[config.mk]
export PLATFORM = sky130hd
export DESIGN_NAME = sliding_window_negative_rank
export DESIGN_NICKNAME = d
export VERILOG_FILES = /design/src/rtl/swnr_pkg.sv /design/src/rtl/swnr_hist.sv /design/src/rtl/swnr_store.sv /design/src/rtl/sliding_window_negative_rank.sv
export SDC_FILE = /design/constraint.sdc
export NUM_CORES = 2
export LEC_CHECK = 0
export BUFFER_PORTS_ARGS = -buffer_cell sky130_fd_sc_hd__buf_2
export CORE_ASPECT_RATIO = 1.75
export CORE_MARGIN = 8
export CORE_UTILIZATION = 63
export CTS_CLUSTER_SIZE = 12
export DETAILED_ROUTE_END_ITERATION = 8
export HOLD_SLACK_MARGIN = 0.1
export PLACE_DENSITY_LB_ADDON = 0.12
export REMOVE_ABC_BUFFERS = 1
export SLEW_MARGIN = 25
export SYNTH_ARGS = -nofsm -noshare
export SYNTH_HDL_FRONTEND = slang
export SYNTH_HIERARCHICAL = 1
export SYNTH_SLANG_ARGS = --single-unit
[constraint.sdc]
create_clock -name i_clk -period 7.36 [get_ports i_clk]
set_input_delay 0.736 -clock i_clk [delete_from_list [all_inputs] [get_ports i_clk]]
set_output_delay 0.736 -clock i_clk [all_outputs]
set_load 0.02 [all_outputs]
[src/rtl/swnr_pkg.sv]
`timescale 1ns / 1ps

package swnr_pkg;

    // Block geometry
    localparam int VALUE_BOUND = 50;
    // Power of two: store addresses wrap by truncation
    localparam int WINDOW_MAX  = 256;
    localparam int COUNT_MAX   = 511;

    localparam int SAMPLE_W  = 7;
    localparam int CFG_W     = 9;
    localparam int CNT_W     = 9;
    localparam int CFG_IDX_W = 1;
    localparam int BIN_W     = $clog2(VALUE_BOUND);
    localparam int STORE_AW  = $clog2(WINDOW_MAX);
    localparam int SEEN_W    = $clog2(VALUE_BOUND * COUNT_MAX + 1);

    typedef logic signed [SAMPLE_W-1:0] t_sample;
    typedef logic [CNT_W-1:0]           t_count;
    typedef logic [BIN_W-1:0]           t_bin;
    typedef logic [STORE_AW-1:0]        t_saddr;
    typedef logic [CFG_W-1:0]           t_cfg;
    typedef logic [SEEN_W-1:0]          t_seen;

    typedef enum logic [CFG_IDX_W-1:0] {
        CFG_WINDOW_LENGTH = 1'b0,
        CFG_RANK          = 1'b1
    } t_cfg_idx;

    localparam t_bin    LAST_BIN  = t_bin'(VALUE_BOUND - 1);
    localparam t_count  COUNT_TOP = t_count'(COUNT_MAX);
    localparam t_sample SAMPLE_HI = t_sample'(VALUE_BOUND);
    localparam t_sample SAMPLE_LO = t_sample'(-VALUE_BOUND);

    // Histogram port: one registered read, one write per cycle
    typedef struct packed {
        logic   rd_en;
        t_bin   rd_addr;
        logic   wr_en;
        t_bin   wr_addr;
        t_count wr_data;
    } t_hist_req;

    // Window store port
    typedef struct packed {
        logic    rd_en;
        t_saddr  rd_addr;
        logic    wr_en;
        t_saddr  wr_addr;
        t_sample wr_data;
    } t_store_req;

    // Bin of a negative sample: -VALUE_BOUND maps to bin 0
    function automatic t_bin bin_of(input t_sample s);
        logic [SAMPLE_W:0] w;
        w = {s[SAMPLE_W-1], s} + (SAMPLE_W+1)'(VALUE_BOUND);
        return w[BIN_W-1:0];
    endfunction

    // Sample value that a bin stands for
    function automatic t_sample bin_value(input t_bin b);
        logic [SAMPLE_W-1:0] w;
        w = SAMPLE_W'(b) - SAMPLE_W'(VALUE_BOUND);
        return t_sample'(w);
    endfunction

endpackage

[src/rtl/swnr_hist.sv]
`timescale 1ns / 1ps

module swnr_hist (
    input  logic                  i_clk,
    input  logic                  i_rst_n,
    input  swnr_pkg::t_hist_req   i_req,
    output swnr_pkg::t_count      o_rd_data
);
    import swnr_pkg::*;

    t_count                 r_mem [VALUE_BOUND];
    logic [VALUE_BOUND-1:0] r_vld;
    t_count                 r_rdata;
    logic                   r_rvld;

    // Count memory
    always_ff @(posedge i_clk) begin
        if (i_req.wr_en) begin
            r_mem[i_req.wr_addr] <= i_req.wr_data;
        end
        if (i_req.rd_en) begin
            r_rdata <= r_mem[i_req.rd_addr];
        end
    end

    // Per-bin valid bits: a bin never written reads as zero
    always_ff @(posedge i_clk) begin
        if (!i_rst_n) begin
            r_vld  <= '0;
            r_rvld <= 1'b0;
        end else begin
            if (i_req.wr_en) begin
                r_vld[i_req.wr_addr] <= 1'b1;
            end
            if (i_req.rd_en) begin
                r_rvld <= r_vld[i_req.rd_addr];
            end
        end
    end

    assign o_rd_data = r_rvld ? r_rdata : '0;

endmodule

[src/rtl/swnr_store.sv]
`timescale 1ns / 1ps

module swnr_store (
    input  logic                  i_clk,
    input  swnr_pkg::t_store_req  i_req,
    output swnr_pkg::t_sample     o_rd_data
);
    import swnr_pkg::*;

    t_sample r_mem [WINDOW_MAX];
    t_sample r_rdata;

    // Circular delay line of clamped samples
    always_ff @(posedge i_clk) begin
        if (i_req.wr_en) begin
            r_mem[i_req.wr_addr] <= i_req.wr_data;
        end
        if (i_req.rd_en) begin
            r_rdata <= r_mem[i_req.rd_addr];
        end
    end

    assign o_rd_data = r_rdata;

endmodule

[src/rtl/sliding_window_negative_rank.sv]
`timescale 1ns / 1ps

// Sliding-window rank filter over negative samples. Each input beat is clamped
// to +/-50, pushed into a 256-deep circular store and counted in a 50-bin
// histogram of negative values. Once the window holds window_length samples,
// every beat yields one output beat: the rank-th smallest window value if it
// is negative, else zero; the first window_length-1 beats yield nothing. A
// beat with no result is inserted and retired; one with a result is inserted,
// the histogram is scanned bin by bin from -50 up to the rank or the last bin,
// the oldest sample is removed and the beat retires. The histogram's single
// read port sets the scan time. A finished result waits in an output register
// while the next beat is taken. The user must write registers only while idle
// (not enforced by the block); they take effect on the next beat. Reset clears
// the histogram at once; a new sequence needs reset.
module sliding_window_negative_rank (
    input  logic                 i_clk,
    input  logic                 i_rst_n,
    // Configuration write port
    input  logic                 i_cfg_we,
    input  swnr_pkg::t_cfg_idx   i_cfg_idx,
    input  swnr_pkg::t_cfg       i_cfg_data,
    // Sample channel
    input  logic                 i_in_valid,
    output logic                 o_in_stall,
    input  swnr_pkg::t_sample    i_sample,
    // Result channel
    output logic                 o_out_valid,
    input  logic                 i_out_stall,
    output swnr_pkg::t_sample    o_beauty
);
    import swnr_pkg::*;

    typedef enum logic [7:0] {
        S_IDLE     = 8'b0000_0001,
        S_INS_RD   = 8'b0000_0010,
        S_INS_WR   = 8'b0000_0100,
        S_SCAN     = 8'b0000_1000,
        S_RM_STORE = 8'b0001_0000,
        S_RM_HIST  = 8'b0010_0000,
        S_RM_WR    = 8'b0100_0000,
        S_FIN      = 8'b1000_0000
    } t_state;

    t_state     r_state, n_state;
    t_cfg       r_wlen, n_wlen;
    t_cfg       r_rank, n_rank;
    t_saddr     r_wp, n_wp;
    t_saddr     r_fill, n_fill;
    t_sample    r_s, n_s;
    t_bin       r_addr, n_addr;
    t_bin       r_rd_bin, n_rd_bin;
    logic       r_rd_vld, n_rd_vld;
    t_seen      r_seen, n_seen;
    t_sample    r_res, n_res;
    logic       r_have_res, n_have_res;
    t_bin       r_old_bin, n_old_bin;
    logic       r_old_neg, n_old_neg;
    logic       r_out_valid, n_out_valid;
    t_sample    r_beauty, n_beauty;

    t_hist_req  hist_req;
    t_count     hist_q;
    t_store_req store_req;
    t_sample    store_q;

    logic       in_accept;
    t_sample    s_clamped;
    t_saddr     wlm1;
    t_cfg       need;
    t_seen      sum;
    t_sample    old_s;

    swnr_hist u_hist (
        .i_clk     (i_clk),
        .i_rst_n   (i_rst_n),
        .i_req     (hist_req),
        .o_rd_data (hist_q)
    );

    swnr_store u_store (
        .i_clk     (i_clk),
        .i_req     (store_req),
        .o_rd_data (store_q)
    );

    assign in_accept = i_in_valid && (r_state == S_IDLE);

    // Input clamp
    always_comb begin
        priority if (i_sample < SAMPLE_LO) begin
            s_clamped = SAMPLE_LO;
        end else if (i_sample > SAMPLE_HI) begin
            s_clamped = SAMPLE_HI;
        end else begin
            s_clamped = i_sample;
        end
    end

    // Effective window length minus one, and effective rank
    always_comb begin
        priority if (r_wlen == '0) begin
            wlm1 = '0;
        end else if (32'(r_wlen) > WINDOW_MAX) begin
            wlm1 = t_saddr'(WINDOW_MAX - 1);
        end else begin
            wlm1 = t_saddr'(r_wlen - t_cfg'(1));
        end
        need = (r_rank == '0) ? t_cfg'(1) : r_rank;
    end

    assign sum   = r_seen + SEEN_W'(hist_q);
    assign old_s = store_q;

    // Sequencer
    always_comb begin
        n_state     = r_state;
        n_wlen      = r_wlen;
        n_rank      = r_rank;
        n_wp        = r_wp;
        n_fill      = r_fill;
        n_s         = r_s;
        n_addr      = r_addr;
        n_rd_bin    = r_rd_bin;
        n_rd_vld    = r_rd_vld;
        n_seen      = r_seen;
        n_res       = r_res;
        n_have_res  = r_have_res;
        n_old_bin   = r_old_bin;
        n_old_neg   = r_old_neg;
        n_beauty    = r_beauty;
        n_out_valid = r_out_valid && i_out_stall;

        hist_req  = '0;
        store_req = '0;

        // Configuration writes
        if (i_cfg_we) begin
            unique case (i_cfg_idx)
                CFG_WINDOW_LENGTH: n_wlen = i_cfg_data;
                CFG_RANK:          n_rank = i_cfg_data;
                default:           n_wlen = r_wlen;
            endcase
        end

        unique case (r_state)
            S_IDLE: begin
                if (in_accept) begin
                    store_req.wr_en   = 1'b1;
                    store_req.wr_addr = r_wp;
                    store_req.wr_data = s_clamped;
                    n_s               = s_clamped;
                    n_state           = S_INS_RD;
                end
            end
            S_INS_RD: begin
                // Only negative samples have a bin
                hist_req.rd_en   = r_s[SAMPLE_W-1];
                hist_req.rd_addr = bin_of(r_s);
                n_state          = S_INS_WR;
            end
            S_INS_WR: begin
                // Saturating increment of the new sample's bin
                if (r_s[SAMPLE_W-1] && hist_q != COUNT_TOP) begin
                    hist_req.wr_en   = 1'b1;
                    hist_req.wr_addr = bin_of(r_s);
                    hist_req.wr_data = hist_q + t_count'(1);
                end
                n_addr   = '0;
                n_rd_vld = 1'b0;
                n_seen   = '0;
                n_res    = '0;
                if (r_fill >= wlm1) begin
                    n_have_res = 1'b1;
                    n_state    = S_SCAN;
                end else begin
                    n_have_res = 1'b0;
                    n_state    = S_FIN;
                end
            end
            S_SCAN: begin
                // Read one bin per cycle, accumulate the one read last cycle
                hist_req.rd_en   = 1'b1;
                hist_req.rd_addr = r_addr;
                n_rd_bin         = r_addr;
                n_rd_vld         = 1'b1;
                if (r_addr != LAST_BIN) begin
                    n_addr = r_addr + t_bin'(1);
                end
                if (r_rd_vld) begin
                    n_seen = sum;
                    if (sum >= SEEN_W'(need)) begin
                        n_res   = bin_value(r_rd_bin);
                        n_state = S_RM_STORE;
                    end else if (r_rd_bin == LAST_BIN) begin
                        n_res   = '0;
                        n_state = S_RM_STORE;
                    end
                end
            end
            S_RM_STORE: begin
                store_req.rd_en   = 1'b1;
                store_req.rd_addr = r_wp - wlm1;
                n_state           = S_RM_HIST;
            end
            S_RM_HIST: begin
                hist_req.rd_en   = old_s[SAMPLE_W-1];
                hist_req.rd_addr = bin_of(old_s);
                n_old_bin        = bin_of(old_s);
                n_old_neg        = old_s[SAMPLE_W-1];
                n_state          = S_RM_WR;
            end
            S_RM_WR: begin
                // Decrement the leaving sample's bin, floor at zero
                if (r_old_neg && hist_q != '0) begin
                    hist_req.wr_en   = 1'b1;
                    hist_req.wr_addr = r_old_bin;
                    hist_req.wr_data = hist_q - t_count'(1);
                end
                n_state = S_FIN;
            end
            S_FIN: begin
                // Retire once the output register can take the result
                if (!r_have_res || !r_out_valid || !i_out_stall) begin
                    if (r_have_res) begin
                        n_out_valid = 1'b1;
                        n_beauty    = r_res;
                    end
                    if (r_fill != t_saddr'(WINDOW_MAX - 1)) begin
                        n_fill = r_fill + t_saddr'(1);
                    end
                    n_wp    = r_wp + t_saddr'(1);
                    n_state = S_IDLE;
                end
            end
            default: begin
                n_state = S_IDLE;
            end
        endcase
    end

    // Control registers
    always_ff @(posedge i_clk) begin
        if (!i_rst_n) begin
            r_state     <= S_IDLE;
            r_wlen      <= t_cfg'(1);
            r_rank      <= t_cfg'(1);
            r_wp        <= '0;
            r_fill      <= '0;
            r_addr      <= '0;
            r_rd_vld    <= 1'b0;
            r_have_res  <= 1'b0;
            r_out_valid <= 1'b0;
        end else begin
            r_state     <= n_state;
            r_wlen      <= n_wlen;
            r_rank      <= n_rank;
            r_wp        <= n_wp;
            r_fill      <= n_fill;
            r_addr      <= n_addr;
            r_rd_vld    <= n_rd_vld;
            r_have_res  <= n_have_res;
            r_out_valid <= n_out_valid;
        end
    end

    // Datapath registers
    always_ff @(posedge i_clk) begin
        r_s       <= n_s;
        r_rd_bin  <= n_rd_bin;
        r_seen    <= n_seen;
        r_res     <= n_res;
        r_old_bin <= n_old_bin;
        r_old_neg <= n_old_neg;
        r_beauty  <= n_beauty;
    end

    assign o_in_stall  = (r_state != S_IDLE);
    assign o_out_valid = r_out_valid;
    assign o_beauty    = r_beauty;

    // Checks
    a_result_not_positive: assert property (@(posedge i_clk) disable iff (!i_rst_n)
        o_out_valid |-> (o_beauty[SAMPLE_W-1] || o_beauty == '0))
        else $error("result beat carries a positive value");

    a_scan_in_range: assert property (@(posedge i_clk) disable iff (!i_rst_n)
        (r_state == S_SCAN) |-> (r_addr <= LAST_BIN))
        else $error("scan address past the last bin");

    a_busy_after_accept: assert property (@(posedge i_clk) disable iff (!i_rst_n)
        (i_in_valid && !o_in_stall) |=> o_in_stall)
        else $error("block not busy after taking a sample");

    a_result_only_at_retire: assert property (@(posedge i_clk) disable iff (!i_rst_n)
        (!o_out_valid && !$past(o_out_valid) && o_out_valid == 1'b0) ||
        !$rose(o_out_valid) || $past(r_state == S_FIN))
        else $error("result beat raised outside retire");

endmodule

Yosys cells after proc, flatten, opt, wreduce, memory -nomap -nowiden
Memory sizes are Yosys's and may differ from the RTL's. A register that Yosys moved wholly into a read port is not among the register bits.
Index checks and enable logic that the tools add are counted.
{ "totals": {"wordCells": 124, "ramBits": 2242, "n_memories": 2, "in_bits": 22, "out_inout_bits": 9, "ff_bits": 151} }
{ "memory_table": {"columns": ["name", "words", "word_bits", "read_ports", "rd_ports_with_merged_regs", "wr", "line_no", "rtl"], "rows": [
  ["u_store.r_mem", 256, 7, 1, 1, 1, "swnr_store.sv:10", "t_sample r_mem [WINDOW_MAX];"],
  ["u_hist.r_mem", 50, 9, 1, 1, 1, "swnr_hist.sv:11", "t_count r_mem [VALUE_BOUND];"]
]} }
{ "classes": {"bitwise": 2, "order_cmp": 8, "n_reduce_logical": 24, "n_eq_ne": 18, "n_addsub": 11, "muxes": 41} }
{ "op_table": {"columns": ["op", "count"], "rows": [
  ["$mux 16", 4],
  ["$mux 8", 8],
  ["$pmux 8 s8", 1],
  ["$or 50x50->50", 1],
  ["$mux 7", 5],
  ["$pmux 16 s2", 1],
  ["$pmux 15 s2", 1],
  ["$mux 9", 3],
  ["$pmux 7 s3", 1],
  ["$logic_not 9->1", 2],
  ["$add 8x1->8 const B", 2],
  ["$add 15x9->15", 1],
  ["$ge 15x9->1", 1],
  ["$mux 15", 1],
  ["$lt 6x7->1 const B", 2],
  ["$pmux 7 s2", 1],
  ["$add 6x5->6 const B", 2],
  ["$pmux 6 s2", 1],
  ["$reduce_and 2->1", 6],
  ["$mux 1", 10],
  ["$add 9x1->9 const B", 1],
  ["$gt 9x9->1 const B", 1],
  ["$ne 9x9->1 const B", 1],
  ["$reduce_and 3->1", 3],
  ["other kinds (34)", 44]
]} }

Depth between registers and ports, before layout
{ "depth": {"depth_word": 10, "ltp_mapped": 22, "mapped_depth_nobuf": 20} }

Modules after synthesis
The synthesis kept the hierarchy.
{ "by_module_without_submodules": {"columns": ["module", "seq_area_each_um2", "area_per_inst_um2", "n_inst", "cells_each"], "rows": [
  ["swnr_store", 54021.8, 70267.4, 1, 3381],
  ["swnr_hist", 14804.2, 19673.9, 1, 931],
  ["sliding_window_negative_rank", 2492.4, 6185.9, 1, 675]
]} }

Worst setup path after synthesis
Ideal clock, no wire load.
{ "synth_timing": {"kind": "flip-flop to flip-flop", "startpoint": "register r_state[6]", "endpoint": "memory u_store/r_mem[0][5] (netlist name), data pin", "path_stages_with_launch": 7, "arrival_time_ps": 5403, "period_less_slack_ps": 6270, "n_path_buf": 1, "setup_time_ps": 867, "required_ps": 6493, "path_slack_ps": 1090, "path_cell_list": "dfxtp_1 or4_4 nor3_1 nand3b_1 nor2_1 clkbuf_1 and2_1"} }
{ "synth_lines": {"columns": ["element", "line_no", "rtl"], "rows": [
  ["start: declaration", "sliding_window_negative_rank.sv:44", "t_state r_state, n_state;"],
  ["start signal: assignment", "sliding_window_negative_rank.sv:254", "r_state <= n_state;"],
  ["end: declaration", "swnr_store.sv:10", null]
]} }

==> impl_metrics.tcl <==
set metrics [dict create \
    buf_inv_stages_crit_path 2 \
    clock_sinks 2409 \
    irDropWorstVdd_mv 0.230 \
    cp_data_required_time_ns 7.91 \
    min_path_type "in2reg" \
    drive_gt1_share_pct 19.1 \
    clock_power_share_pct 39.3 \
    power_density_nw_per_um2 253 \
    crit_cells 18 \
    post_drt_wl_per_cell_um 34.2 \
    synth.largest_area_cell "edfxtp_1" \
    gr-usage-all-layers_pct 29.4 \
    total_congestion_overflow_after_global_routing 0 \
    r2r-end "u_store/o_rd_data[3]" \
    worst-slew-pin-transition_ns 1.12 \
    internal_power_mw 21.1 \
    synthesis.area_per_instance_sq_um 19.3 \
    finish.net_count 5149 \
    crit_path_cell_trace "or4_1 -> nor2_1 -> nand2_1 -> nor2_1 -> nor2_1 -> o21a_1 -> ha_1 -> inv_1 -> fa_1 -> xnor2_1 -> nor2_4 -> buf_12 -> mux4_2 -> a22o_1 -> a221oi_1 -> o22ai_1 -> nor3_1 -> nor4_1" \
    number_of_register_bits_inferred_by_synthesis 2409 \
    cts_setup_buffers 0 \
    mostFrequentLayoutCell "edfxtp_1" \
    sequential_share_of_the_synthesized_area_pct 74.2 \
    setup.worst_path.start "r_wlen[2]" \
    cts_root_buffer "clkbuf_16" \
    cts_resized 0 \
    detailedPlacementHpwl_um 163000 \
    grt_first_pass_wirelength_um 352000 \
    post_synth_main_area_contributors "edfxtp_1 (72%), mux4_2 (12%), dfxtp_1 (2.1%)" \
    p_comb_share_pct 3.0 \
    cap_viol_max_count 0 \
    gate_count_of_the_mapped_netlist 4987 \
    worstPathMaxFanout 54 \
    initial_utilization_pct 63.4 \
    regToRegStartpoint "r_wlen[2]" \
    route.detailed.vias_per_inst 6.79 \
    drt-initial-drc-count 5019 \
    ant_nets 0 \
    status "finished clean" \
    worst-r2r-cell-count 18 \
    source_of_the_worst_hold_timing_path "i_sample[6]" \
    synth-warning-count 6 \
    die_width_um 311 \
    worstSkewPairLatency_ns 0.88 \
    critical_path_s_largest_stage_delay_ns 0.71 \
    clock_tree_from_tritoncts "yes" \
    r2r_slack_ns 1.42 \
    p_seq_share_pct 57.7 \
    drt_pre_antenna_iters 7 \
    crit_top_cell "nor2_1" \
    io_pins 31 \
    clock_path_buffers 4 \
    rsz0062_at_grt "false" \
    vias_after_detailed_routing 48700 \
    report.final.slew_viol_count 0 \
    final_period_minus_worst_setup_slack_ns 5.94 \
    achievable-frequency_ghz 0.168 \
    criticalPathCategory "reg2reg" \
    filler_cell_count 9481 \
    via_count_of_the_first_global_routing_pass 50000 \
    synthArstFlopShare_pct 0 \
    setup_crit_end "u_store/o_rd_data[3]" \
    leakage_power_total_nw 30.8 \
    cp_slowest_cell "a221oi_1" \
    synth_enable_flop_cells 2307 \
    port_buffers 30 \
    ys_types 85 \
    final_cells 7176 \
    netlist_area_sq_um 96100 \
    synth_top_area_share_pct 72.1 \
    floorplan.die.height_um 533 \
    finalHoldWorstSlack_ns 0.161 \
    report.final.hold_viol_count 0 \
    setup_viol_count_final 0 \
    floorplan.die_area_sq_um 166000 \
    synthToLayoutAreaGrowth_pct 8.85 \
    slew_headroom_pct 25.3 \
    synth_top_flop_cell "edfxtp_1" \
    place.detailed.instances 6852 \
    grt_start_max_net_pins 257 \
    number_of_antenna_violations_at_the_first_check_in_global_routing 3 \
    h-tree-depth 4 \
    switchingPower_mw 5.32 \
    cpLargestDelayFamily "simple AND/OR/NAND/NOR gates" \
    clkTransAtPathRegs_ns 0.06 \
    setup_total_negative_slack_ns 0 \
    worst_setup_path_start_kind "register" \
    sort_of_element_at_the_end_of_the_critical_path "register" \
    core-area_sq_um 152000 \
    fin_clk_skew_ns 0.0503 \
    finalCritPeriodShare_pct 80.6 \
    arrival_ns 6.49 \
    placement_rows 189 \
    drcViolationCount 0 \
    place.gp.congestion 0.986 \
    swShare_pct 20.1 \
    layout.cells.most_common_list "edfxtp_1 (2307), mux4_2 (496), nor2_1 (382), clkbuf_16 (231), mux2i_1 (196)" \
    layout.core_utilization_pct 69.0 \
    cts_made_buffers 230 \
    postRouteWirelength_um 246000 \
]
==> cell usage after synthesis (all sizes together), types with 16 or more instances <==
library cell,count
nand3,64
mux2,16
a2111oi,19
and2,49
a22o,18
nor3,51
ha,44
a221oi,33
buf,149
nor2,409
o22ai,84
mux2i,196
a21o,16
mux4,519
nor4,41
o21a,54
dfxtp,102
o21ai,63
xor2,19
nand2b,21
nor2b,34
a21oi,91
nand2,153
clkbuf,127
a22oi,62
edfxtp,2307
nand4,18
xnor2,30
inv,41
a21boi,21
==> power by group through the flow <==
stage	logic, mW	clock network [mW]	registers (mW)
floorplan	0.408	0	15.6
global placement	0.746	0	15.5
detailed placement	0.776	0	15.5
CTS	0.777	10.5	15.2
global route	0.831	11.0	15.2
finish	0.784	10.4	15.2
==> repair_timing <==
item	4_1_cts	5_1_grt
setup endpoints to repair	0	0
endpoints found under the hold margin	1	0
hold buffers	1	0
==> flip-flops by register name (all words and copies together) (netlist names), 8 cells and up <==
name and flops:
r_rank 9, r_wp 8, r_fill 8, r_state 8, u_store/r_mem 1792, r_seen 15, r_wlen 9, u_hist/r_vld 50
u_hist/r_rdata 9, u_hist/r_mem 450
==> per-stage QoR <==
stage	instance area, sq um	setup slack (ns)	power (mW)
2_1_floorplan	94400	-36.07	16.0
3_3_place_gp	98200	1.58	16.3
3_5_place_dp	98300	1.63	16.3
4_1_cts	105000	1.61	26.6
5_1_grt	105000	1.26	27.1
6_report	105000	1.42	26.4
==> layer usage <==
layer | part of all wire, % | up-vias | GRT usage [%]
met2 | 54 | 2279 | 52.9
met4 | 8.6 | 0 | 20.4
met3 | 6.5 | 657 | 4.77
li1 | - | 20400 | -
met1 | 31 | 25400 | 31.4
met5 | 0 | - | 0
==> worst register-to-register path, cell delays in order (launching register included) <==
cell and delay, ns:
dfxtp_1 0.36, or4_1 0.57, nor2_1 0.16, nand2_1 0.07, nor2_1 0.27, nor2_1 0.14
o21a_1 0.23, ha_1 0.18, inv_1 0.09, fa_1 0.21, xnor2_1 0.12, nor2_4 0.57
buf_12 0.37, mux4_2 0.44, a22o_1 0.24, a221oi_1 0.71, o22ai_1 0.31, nor3_1 0.51
nor4_1 0.10
==> worst min path at each step <==
stage	endpoint	slack (ns)	depth (start not counted)
2_1_floorplan	o_beauty[0]	0.40	0
3_3_place_gp	o_beauty[5]	0.41	0
3_5_place_dp	o_beauty[2]	0.41	0
4_1_cts	r_wlen[7]	0.12	3
5_1_grt	r_wlen[7]	0.13	3
6_report	r_s[6]	0.16	1
==> layout make-up <==
cell class	count	area [sq um]	share of cell area, %
Antenna cell	6	15.0	0.0143
Clock buffer	300	6070	5.80
Clock inverter	16	169	0.161
Inverter	41	161	0.154
Multi-Input combinational cell	2261	23200	22.2
Sequential cell	2409	71300	68.2
Tap cell	2005	2510	2.40
Timing Repair Buffer	138	1210	1.16
==> cell families after synthesis <==
logic type	synth area share, %
compound gates	3.85
xor+xnor	0.446
fa+ha+maj	0.625
buf+inv	1.97
flops	74.2
mux	14.5
simple gates	4.44
No activity file was read; power rests on OpenSTA's default activity.
